### src/sv/nfcsa_pkg.sv
// Shared types, constants and helper functions of the next-fit slot allocator.
package nfcsa_pkg;

  localparam int SLOTS_DEF = 1024;
  localparam int WORD_W    = 32;
  localparam int OFF_W     = 5;
  localparam int START_W   = 10;
  localparam int COUNT_W   = 11;
  localparam int STATUS_W  = 2;

  localparam logic FUNC_ALLOC = 1'b0;
  localparam logic FUNC_FREE  = 1'b1;

  typedef enum logic [STATUS_W-1:0] {
    ST_DONE    = 2'd0,
    ST_NOSPACE = 2'd1,
    ST_RANGE   = 2'd2
  } status_t;

  typedef struct packed {
    logic               vld;
    status_t            status;
    logic [START_W-1:0] start;
    logic [COUNT_W-1:0] count;
  } res_t;

  // Bits lo..hi of a bitmap word set, all others clear.
  function automatic logic [WORD_W-1:0] range_mask(input logic [OFF_W-1:0] lo,
                                                   input logic [OFF_W-1:0] hi);
    logic [WORD_W-1:0] ones;
    ones = '1;
    return (ones << lo) & (ones >> (~hi));
  endfunction

  // Index of the highest set bit; zero when none is set.
  function automatic logic [OFF_W-1:0] top_bit(input logic [WORD_W-1:0] v);
    logic [OFF_W-1:0] idx;
    idx = '0;
    for (int j = 0; j < WORD_W; j++) begin
      if (v[j]) idx = OFF_W'(j);
    end
    return idx;
  endfunction

endpackage

### src/sv/nfcsa_bitmap_ram.sv
// Busy bitmap store: one write port, one read port with registered read data.
module nfcsa_bitmap_ram #(
  parameter int WORDS = (nfcsa_pkg::SLOTS_DEF + nfcsa_pkg::WORD_W - 1) / nfcsa_pkg::WORD_W
) (
  input  logic                                        clk,
  input  logic                                        rd_en,
  input  logic [((WORDS > 1) ? $clog2(WORDS) : 1)-1:0] rd_addr,
  output logic [nfcsa_pkg::WORD_W-1:0]                rd_data,
  input  logic                                        wr_en,
  input  logic [((WORDS > 1) ? $clog2(WORDS) : 1)-1:0] wr_addr,
  input  logic [nfcsa_pkg::WORD_W-1:0]                wr_data
);

  logic [nfcsa_pkg::WORD_W-1:0] mem [WORDS];
  logic [nfcsa_pkg::WORD_W-1:0] rd_data_r;

  always_ff @(posedge clk) begin
    if (wr_en) mem[wr_addr] <= wr_data;
  end

  // Read data holds until the next read.
  always_ff @(posedge clk) begin
    if (rd_en) rd_data_r <= mem[rd_addr];
  end

  assign rd_data = rd_data_r;

endmodule

### src/sv/nfcsa_seq.sv
// Sequencer: clearing pass, next-fit word search, and read-modify-write of bitmap runs.
module nfcsa_seq #(
  parameter int SLOTS = nfcsa_pkg::SLOTS_DEF
) (
  input  logic                                clk,
  input  logic                                rst_n,
  input  logic                                in_valid,
  output logic                                in_stall,
  input  logic                                in_func,
  input  logic [nfcsa_pkg::START_W-1:0]       in_start_index,
  input  logic [nfcsa_pkg::COUNT_W-1:0]       in_count,
  input  logic                                out_free,
  output nfcsa_pkg::res_t                     res,
  output logic                                rd_en,
  output logic [((((SLOTS + nfcsa_pkg::WORD_W - 1) / nfcsa_pkg::WORD_W) > 1) ?
                 $clog2((SLOTS + nfcsa_pkg::WORD_W - 1) / nfcsa_pkg::WORD_W) : 1)-1:0] rd_addr,
  input  logic [nfcsa_pkg::WORD_W-1:0]        rd_data,
  output logic                                wr_en,
  output logic [((((SLOTS + nfcsa_pkg::WORD_W - 1) / nfcsa_pkg::WORD_W) > 1) ?
                 $clog2((SLOTS + nfcsa_pkg::WORD_W - 1) / nfcsa_pkg::WORD_W) : 1)-1:0] wr_addr,
  output logic [nfcsa_pkg::WORD_W-1:0]        wr_data
);

  localparam int WORDS = (SLOTS + nfcsa_pkg::WORD_W - 1) / nfcsa_pkg::WORD_W;
  localparam int AW    = (WORDS > 1) ? $clog2(WORDS) : 1;
  localparam int OW    = nfcsa_pkg::OFF_W;
  localparam int CW    = nfcsa_pkg::COUNT_W;
  localparam int PW    = AW + OW + 1;
  localparam int SUMW  = ((PW > CW) ? PW : CW) + 1;

  localparam logic [SUMW-1:0] SLOTS_S   = SUMW'(SLOTS);
  localparam logic [PW-1:0]   SLOTS_P   = PW'(SLOTS);
  localparam logic [AW-1:0]   LAST_WORD = AW'(WORDS - 1);
  localparam logic [OW-1:0]   OFF_MAX   = '1;

  typedef enum logic [2:0] {
    S_CLR, S_IDLE, S_CAND, S_CHK, S_WRD, S_WWR, S_FIN
  } state_t;

  state_t                         state_r, state_nxt;
  logic [AW-1:0]                  k_r, k_nxt;
  logic [PW-1:0]                  ptr_r, ptr_nxt;
  logic [PW-1:0]                  c_r, c_nxt;
  logic [PW-1:0]                  e_r, e_nxt;
  logic [PW-1:0]                  q_r, q_nxt;
  logic [CW-1:0]                  n_r, n_nxt;
  logic                           pass_r, pass_nxt;
  logic                           set_r, set_nxt;
  logic                           held_vld_r, held_vld_nxt;
  logic [AW-1:0]                  held_addr_r, held_addr_nxt;
  nfcsa_pkg::status_t             st_r, st_nxt;
  logic [nfcsa_pkg::START_W-1:0]  gs_r, gs_nxt;
  logic [CW-1:0]                  gc_r, gc_nxt;

  logic [SUMW-1:0]                free_end;
  logic [SUMW-1:0]                cand_end;
  logic [AW-1:0]                  c_word, e_word, q_word;
  logic                           e_here;
  logic [nfcsa_pkg::WORD_W-1:0]   hit;
  logic [nfcsa_pkg::WORD_W-1:0]   wmask;
  logic [PW-1:0]                  past_run;
  logic                           accept;

  assign c_word   = c_r[OW+AW-1:OW];
  assign e_word   = e_r[OW+AW-1:OW];
  assign q_word   = q_r[OW+AW-1:OW];
  assign e_here   = (e_word == q_word);
  assign free_end = SUMW'(in_start_index) + SUMW'(in_count);
  assign cand_end = SUMW'(c_r) + SUMW'(n_r);
  assign hit      = rd_data & nfcsa_pkg::range_mask(q_r[OW-1:0],
                                                    e_here ? e_r[OW-1:0] : OFF_MAX);
  assign wmask    = nfcsa_pkg::range_mask((k_r == c_word) ? c_r[OW-1:0] : '0,
                                          (k_r == e_word) ? e_r[OW-1:0] : OFF_MAX);
  assign past_run = e_r + PW'(1);
  assign in_stall = (state_r != S_IDLE);
  assign accept   = in_valid && (state_r == S_IDLE);

  assign res.vld    = (state_r == S_FIN) && out_free;
  assign res.status = st_r;
  assign res.start  = gs_r;
  assign res.count  = gc_r;

  always_comb begin
    state_nxt     = state_r;
    k_nxt         = k_r;
    ptr_nxt       = ptr_r;
    c_nxt         = c_r;
    e_nxt         = e_r;
    q_nxt         = q_r;
    n_nxt         = n_r;
    pass_nxt      = pass_r;
    set_nxt       = set_r;
    held_vld_nxt  = held_vld_r;
    held_addr_nxt = held_addr_r;
    st_nxt        = st_r;
    gs_nxt        = gs_r;
    gc_nxt        = gc_r;
    rd_en         = 1'b0;
    rd_addr       = k_r;
    wr_en         = 1'b0;
    wr_addr       = k_r;
    wr_data       = '0;

    case (state_r)
      S_CLR: begin
        wr_en = 1'b1;
        k_nxt = k_r + AW'(1);
        if (k_r == LAST_WORD) begin
          k_nxt     = '0;
          state_nxt = S_IDLE;
        end
      end

      S_IDLE: begin
        if (accept) begin
          st_nxt = nfcsa_pkg::ST_DONE;
          gs_nxt = '0;
          gc_nxt = '0;
          if (in_func == nfcsa_pkg::FUNC_FREE) begin
            if (free_end > SLOTS_S) begin
              st_nxt    = nfcsa_pkg::ST_RANGE;
              state_nxt = S_FIN;
            end else if (in_count == '0) begin
              state_nxt = S_FIN;
            end else begin
              gc_nxt       = in_count;
              c_nxt        = PW'(in_start_index);
              e_nxt        = PW'(free_end - SUMW'(1));
              k_nxt        = AW'(PW'(in_start_index) >> OW);
              set_nxt      = 1'b0;
              held_vld_nxt = 1'b0;
              state_nxt    = S_WRD;
            end
          end else if (in_count == '0) begin
            state_nxt = S_FIN;
          end else begin
            n_nxt     = in_count;
            c_nxt     = ptr_r;
            pass_nxt  = 1'b0;
            state_nxt = S_CAND;
          end
        end
      end

      // Vet the candidate start: wrap to slot 0 once, stop on reaching the pointer again.
      S_CAND: begin
        if (cand_end > SLOTS_S) begin
          if (!pass_r && (ptr_r != '0)) begin
            c_nxt    = '0;
            pass_nxt = 1'b1;
          end else begin
            st_nxt    = nfcsa_pkg::ST_NOSPACE;
            state_nxt = S_FIN;
          end
        end else if (pass_r && (c_r >= ptr_r)) begin
          st_nxt    = nfcsa_pkg::ST_NOSPACE;
          state_nxt = S_FIN;
        end else begin
          e_nxt     = PW'(cand_end - SUMW'(1));
          q_nxt     = c_r;
          state_nxt = S_CHK;
          if (!(held_vld_r && (held_addr_r == c_word))) begin
            rd_en         = 1'b1;
            rd_addr       = c_word;
            held_vld_nxt  = 1'b1;
            held_addr_nxt = c_word;
          end
        end
      end

      // Jump past the last busy slot in the word read from the span; every earlier conflict in it leads there too.
      S_CHK: begin
        if (hit != '0) begin
          c_nxt     = PW'({q_word, nfcsa_pkg::top_bit(hit)}) + PW'(1);
          state_nxt = S_CAND;
        end else if (e_here) begin
          gs_nxt       = nfcsa_pkg::START_W'(c_r);
          gc_nxt       = n_r;
          ptr_nxt      = (past_run == SLOTS_P) ? '0 : past_run;
          set_nxt      = 1'b1;
          k_nxt        = c_word;
          held_vld_nxt = 1'b0;
          state_nxt    = S_WRD;
        end else begin
          rd_en         = 1'b1;
          rd_addr       = q_word + AW'(1);
          held_addr_nxt = q_word + AW'(1);
          q_nxt         = PW'({q_word + AW'(1), OW'(0)});
        end
      end

      S_WRD: begin
        rd_en     = 1'b1;
        rd_addr   = k_r;
        state_nxt = S_WWR;
      end

      S_WWR: begin
        wr_en   = 1'b1;
        wr_data = set_r ? (rd_data | wmask) : (rd_data & ~wmask);
        if (k_r == e_word) begin
          state_nxt = S_FIN;
        end else begin
          k_nxt     = k_r + AW'(1);
          state_nxt = S_WRD;
        end
      end

      // Hold the result until the output register frees up.
      S_FIN: begin
        if (out_free) state_nxt = S_IDLE;
      end

      default: state_nxt = S_IDLE;
    endcase
  end

  always_ff @(posedge clk) begin
    if (!rst_n) begin
      state_r    <= S_CLR;
      k_r        <= '0;
      ptr_r      <= '0;
      pass_r     <= 1'b0;
      held_vld_r <= 1'b0;
    end else begin
      state_r    <= state_nxt;
      k_r        <= k_nxt;
      ptr_r      <= ptr_nxt;
      pass_r     <= pass_nxt;
      held_vld_r <= held_vld_nxt;
    end
  end

  always_ff @(posedge clk) begin
    c_r         <= c_nxt;
    e_r         <= e_nxt;
    q_r         <= q_nxt;
    n_r         <= n_nxt;
    set_r       <= set_nxt;
    held_addr_r <= held_addr_nxt;
    st_r        <= st_nxt;
    gs_r        <= gs_nxt;
    gc_r        <= gc_nxt;
  end

endmodule

### src/sv/next_fit_contiguous_slot_allocator.sv
// One transaction at a time; in_stall stays high from acceptance until the result is handed to the output
// register. An allocate checks candidate starts (the first, one per busy-slot jump, the wrap to slot 0,
// a failing last), reads 32-slot bitmap words while searching (one per cycle), then marks the run by
// read-modify-write of each of its words. Free clears its words the same way; zero-count and out-of-range
// requests go straight to the result. While out_stall holds the output register full, the result waits.
// Reset: a clearing pass zeroes the bitmap with in_stall high; pointer 0.
module next_fit_contiguous_slot_allocator #(
  parameter int SLOTS = nfcsa_pkg::SLOTS_DEF
) (
  input  logic                             clk,
  input  logic                             rst_n,
  input  logic                             in_valid,
  output logic                             in_stall,
  input  logic                             in_func,
  input  logic [nfcsa_pkg::START_W-1:0]    in_start_index,
  input  logic [nfcsa_pkg::COUNT_W-1:0]    in_count,
  output logic                             out_valid,
  input  logic                             out_stall,
  output logic [nfcsa_pkg::STATUS_W-1:0]   out_status,
  output logic [nfcsa_pkg::START_W-1:0]    out_granted_start,
  output logic [nfcsa_pkg::COUNT_W-1:0]    out_granted_count
);

  localparam int WORDS = (SLOTS + nfcsa_pkg::WORD_W - 1) / nfcsa_pkg::WORD_W;
  localparam int AW    = (WORDS > 1) ? $clog2(WORDS) : 1;

  nfcsa_pkg::res_t                 res;
  logic                            out_free;
  logic                            rd_en, wr_en;
  logic [AW-1:0]                   rd_addr, wr_addr;
  logic [nfcsa_pkg::WORD_W-1:0]    rd_data, wr_data;

  logic                            out_valid_r;
  logic [nfcsa_pkg::STATUS_W-1:0]  out_status_r;
  logic [nfcsa_pkg::START_W-1:0]   out_start_r;
  logic [nfcsa_pkg::COUNT_W-1:0]   out_count_r;

  assign out_free = !out_valid_r || !out_stall;

  nfcsa_seq #(
    .SLOTS(SLOTS)
  ) u_seq (
    .clk            (clk),
    .rst_n          (rst_n),
    .in_valid       (in_valid),
    .in_stall       (in_stall),
    .in_func        (in_func),
    .in_start_index (in_start_index),
    .in_count       (in_count),
    .out_free       (out_free),
    .res            (res),
    .rd_en          (rd_en),
    .rd_addr        (rd_addr),
    .rd_data        (rd_data),
    .wr_en          (wr_en),
    .wr_addr        (wr_addr),
    .wr_data        (wr_data)
  );

  nfcsa_bitmap_ram #(
    .WORDS(WORDS)
  ) u_ram (
    .clk     (clk),
    .rd_en   (rd_en),
    .rd_addr (rd_addr),
    .rd_data (rd_data),
    .wr_en   (wr_en),
    .wr_addr (wr_addr),
    .wr_data (wr_data)
  );

  // Output register: load a new result, or drop the old one once taken.
  always_ff @(posedge clk) begin
    if (!rst_n) begin
      out_valid_r <= 1'b0;
    end else if (res.vld) begin
      out_valid_r <= 1'b1;
    end else if (!out_stall) begin
      out_valid_r <= 1'b0;
    end
  end

  always_ff @(posedge clk) begin
    if (res.vld) begin
      out_status_r <= res.status;
      out_start_r  <= res.start;
      out_count_r  <= res.count;
    end
  end

  assign out_valid         = out_valid_r;
  assign out_status        = out_status_r;
  assign out_granted_start = out_start_r;
  assign out_granted_count = out_count_r;

endmodule

### config.mk
export PLATFORM = sky130hd
export DESIGN_NAME = next_fit_contiguous_slot_allocator
export DESIGN_NICKNAME = d
export VERILOG_FILES = /design/src/sv/nfcsa_pkg.sv /design/src/sv/nfcsa_bitmap_ram.sv /design/src/sv/nfcsa_seq.sv /design/src/sv/next_fit_contiguous_slot_allocator.sv
export SDC_FILE = /design/constraint.sdc
export NUM_CORES = 1
export LEC_CHECK = 0
export CORE_AREA = 2 2 381 383
export CTS_CLUSTER_DIAMETER = 200
export DETAILED_ROUTE_END_ITERATION = 16
export DIE_AREA = 0 0 383 385
export DONT_BUFFER_PORTS = 1
export GPL_TIMING_DRIVEN = 0
export PLACE_DENSITY_LB_ADDON = 0.3
export SYNTH_ARGS = -nofsm -noshare
export SYNTH_HDL_FRONTEND = slang
export SYNTH_SLANG_ARGS = --single-unit
### constraint.sdc
create_clock -name clk -period 4.2 [get_ports clk]
set_clock_uncertainty 0.05 [all_clocks]
set_input_delay 0.84 -clock clk [delete_from_list [all_inputs] [get_ports clk]]
set_output_delay 0.84 -clock clk [all_outputs]
set_load 0.01 [all_outputs]
==> impl_metrics.yaml <==
synth:
  yosysWarnings: 0
  synth-seq-cells: 1173
  synth_edf_count: 1151
  synthesis.instances: 3944
  avgSynthCellArea_um2: 12.7
  synth_area_mm2: 0.0499
  synthTopCellsByArea: "edfxtp_1 (69%), nand2_1 (7.0%), nand3_1 (2.9%)"
  synthFlopType: "edfxtp_1"
  async_reset_ff_frac: 0
  synth.largest_area_cell: "edfxtp_1"
  synth.distinct_cells: 80
  syn_nets: 4013
  netlist.area_leader.share: 0.693
  synth_seq_area_share: 0.701
worst_hold_path:
  min_from: "in_count[9]"
  hp-class: "in -> reg"
  worstHoldPathCells: 0
  hold-path-endpoint: "u_seq.n_r[9]"
worst_setup_path:
  cp_max_fo: 10
  reg2reg_slack_ps: -1050
  crit_type: "reg -> reg"
  r2r_cells: 17
  crit_start: "u_seq.e_r[1]"
  worstPathRequired_ps: 4560
  critPathLaunchType: "register"
  reg2reg_from: "u_seq.e_r[1]"
  r2r-end: "u_ram.rd_data[6]"
  end_kind: "register"
  cp.arrival_ps: 5610
route:
  vias: 35300
  wl_met2_um: 78200
  drtIter0Drc: 4123
  wl_um: 172000
  wire_per_inst_um: 27.5
  drcViolationCount: 0
  drt-met1-wl_um: 67300
  dr.pass1.iters: 6
  met3_length_um: 17000
  via_per_inst: 5.64
  top_layer: "met5"
  detail-route-antenna-nets: 0
timing:
  hold_viol_final: 0
  setup_tns_ps: -28300
  finalCritPeriodShare: 1.25
  fmax_mhz: 191
  setup_slack_ps: -1050
  setup_viol: 33
  fin_hold_ws_ps: 186
  worstMarginPinSlew_ps: 1380
  fin_crit_ps: 5250
  drv_slew: 0
  relSlewSlack: 0.0822
  rsz0062_at_grt: "true"
clock_tree:
  cts_hold_buf: 0
  cts.reportedPaths.clkPinSlew_ps: 60
  clockBufferDepth: 3
  cts_buffers: 120
  cts-root-buf: "clkbuf_16"
  clock_latency_ps: 800
  cts_tree: "done"
  htreeDepth: 3
  cts.sinks: 1173
floorplan:
  dieHeight_um: 385
  dieWidth_um: 383
  initial_utilization: 0.349
  rows: 139
  coreArea_mm2: 0.143
  die_area_mm2: 0.147
  ios: 51
place:
  place.gp.congestion: 0.963
  place_inst: 5904
  dpl_worst_slack_ps: -2700
  placed_area_mm2: 0.0542
  portBuffers: 0
  place_hpwl_um: 118000
status:
  outcome: "finished, violations left"
  violations: "setup timing"
power_and_ir_drop:
  ir_worst_vdd_uv: 437
  leakage_uw: 0.0203
  p_per_area_mw_per_mm2: 428
cells_and_area:
  fillCellCount: 13000
  final_area_mm2: 0.0610
  final_common_cell: "edfxtp_1"
  fin_cells: 6251
  drive_gt1_frac: 0.172
  nNetsFinal: 4303
  most-common-layout-cells: "edfxtp_1 (1151), nand2_1 (932), nand3_1 (260), a31oi_1 (141), clkbuf_16 (124)"
  regArea_mm2: 0.0350
  area_growth_pct: 22.1
  multi_input_area_mm2: 0.0151
global_route:
  gr-total-overflow: 0
  grt_max_degree: 33
  track_usage: 0.227
  first_global_vias: 33400
  grt_pass1_wl_um: 242000
  antenna_found_initial: 15
run:
  cap_violations: 0
==> metal layers <==
layer | vias to the layer above | GRT usage
met5 | - | 0
met4 | 6 | 0.113
met3 | 431 | 0.0563
met2 | 1894 | 0.357
met1 | 17500 | 0.294
li1 | 15400 | -
==> per-stage QoR <==
step                 util  total power [uW]
finish              0.426             26100
detailed placement  0.379             15200
global placement    0.367             15100
global route        0.426             26800
floorplan               -             14300
CTS                 0.422             26100
==> Yosys cell counts (5+ instances only) <==
| cell type | count |
|---|---|
| a211oi_1 | 53 |
| a21o_1 | 16 |
| a21oi_1 | 73 |
| a221oi_1 | 9 |
| a22o_1 | 8 |
| a22oi_1 | 7 |
| a31oi_1 | 142 |
| a32oi_1 | 63 |
| a41oi_1 | 6 |
| and2_1 | 16 |
| and3_1 | 57 |
| buf_2 | 36 |
| buf_4 | 13 |
| clkbuf_1 | 202 |
| dfxtp_1 | 22 |
| edfxtp_1 | 1151 |
| ha_1 | 41 |
| inv_1 | 35 |
| mux2i_1 | 112 |
| nand2_1 | 937 |
| nand2b_1 | 7 |
| nand3_1 | 285 |
| nand3b_1 | 6 |
| nand4_1 | 107 |
| nor2_1 | 172 |
| nor2b_1 | 10 |
| nor3_1 | 29 |
| nor4_1 | 12 |
| o2111ai_1 | 5 |
| o211ai_1 | 49 |
| o21a_1 | 12 |
| o21ai_0 | 58 |
| o21bai_1 | 10 |
| o22ai_1 | 18 |
| o31ai_1 | 6 |
| o32ai_1 | 5 |
| or2_2 | 7 |
| or3_1 | 5 |
| xnor2_1 | 29 |
| xor2_1 | 38 |
==> cells by family (layout without fill, tap and decap cells) <==
| family | Yosys count | in the layout | share of synthesized area |
|---|---|---|---|
| compound gates | 584 | 585 | 0.0815 |
| xor+xnor | 67 | 67 | 0.0118 |
| fa+ha+maj | 43 | 43 | 0.0111 |
| buf+inv | 295 | 689 | 0.0242 |
| flops | 1173 | 1173 | 0.701 |
| mux | 114 | 114 | 0.0229 |
| other cells | 0 | 8 | 0 |
| simple gates | 1668 | 1669 | 0.147 |
==> flip-flops by register name, indices dropped and copies added, names as in the netlist, 2 cells and up <==
| register | count |
|---|---|
| u_seq.ptr_r | 11 |
| u_seq.e_r | 11 |
| out_granted_count | 11 |
| u_ram.mem | 1024 |
| out_granted_start | 10 |
| u_seq.c_r | 11 |
| u_seq.wr_addr | 5 |
| u_seq.q_r | 10 |
| u_ram.rd_data | 32 |
| out_status | 2 |
| u_seq.held_addr_r | 5 |
| u_seq.gs_r | 10 |
| u_seq.gc_r | 11 |
| u_seq.n_r | 11 |
| u_seq.state_r | 3 |
| u_seq.st_r | 2 |
==> critical path, stage by stage, from the launching register on <==
cell	delay, ps
edfxtp_1	530
clkbuf_4	270
nor2_2	210
nand4_1	160
o211ai_1	320
a31oi_1	170
a2111o_1	530
nor4_4	250
buf_6	170
buf_4	110
a211o_4	240
nand2_8	120
buf_8	190
clkbuf_8	200
a211oi_2	230
a31oi_1	80
o211ai_1	770
nand4_1	320
==> worst max path at each step <==
stage / to / slack, ps / cells after the start
finish: u_ram.rd_data[6] / -1050 / 17
CTS: u_ram.rd_data[6] / -1020 / 19
global route: u_ram.rd_data[9] / -1100 / 20
detailed placement: u_ram.rd_data[23] / -2700 / 18
global placement: u_ram.rd_data[21] / -3260 / 17
floorplan: u_ram.rd_data[30] / -30 / 18
==> area by class of cell <==
class                   instances  area share
clock buffers                 150      0.0516
well taps                    1903      0.0391
repair buffers                182      0.0412
plain buffers                 241      0.0297
inverters                      38     0.00242
diodes                          8    0.000328
flip-flops and latches       1173       0.574
clock inverters                78      0.0143
multi-input cells            2478       0.247
==> repair_timing <==
action                                  CTS  global route
buffers inserted                         94            26
endpoints found under the setup margin  121           134
pin swaps                               100            69
gates resized for setup                 345            98
cloned                                    6             1
==> where the power goes <==
| group | total, uW | internal, uW | leakage (uW) | switching, uW |
|---|---|---|---|---|
| Sequential | 12900 | 12800 | 0.0103 | 28.2 |
| Clock | 10900 | 6150 | 0.00194 | 4710 |
| Combinational | 2390 | 756 | 0.00797 | 1640 |
Note: power is estimated with default switching activity, not from simulation.
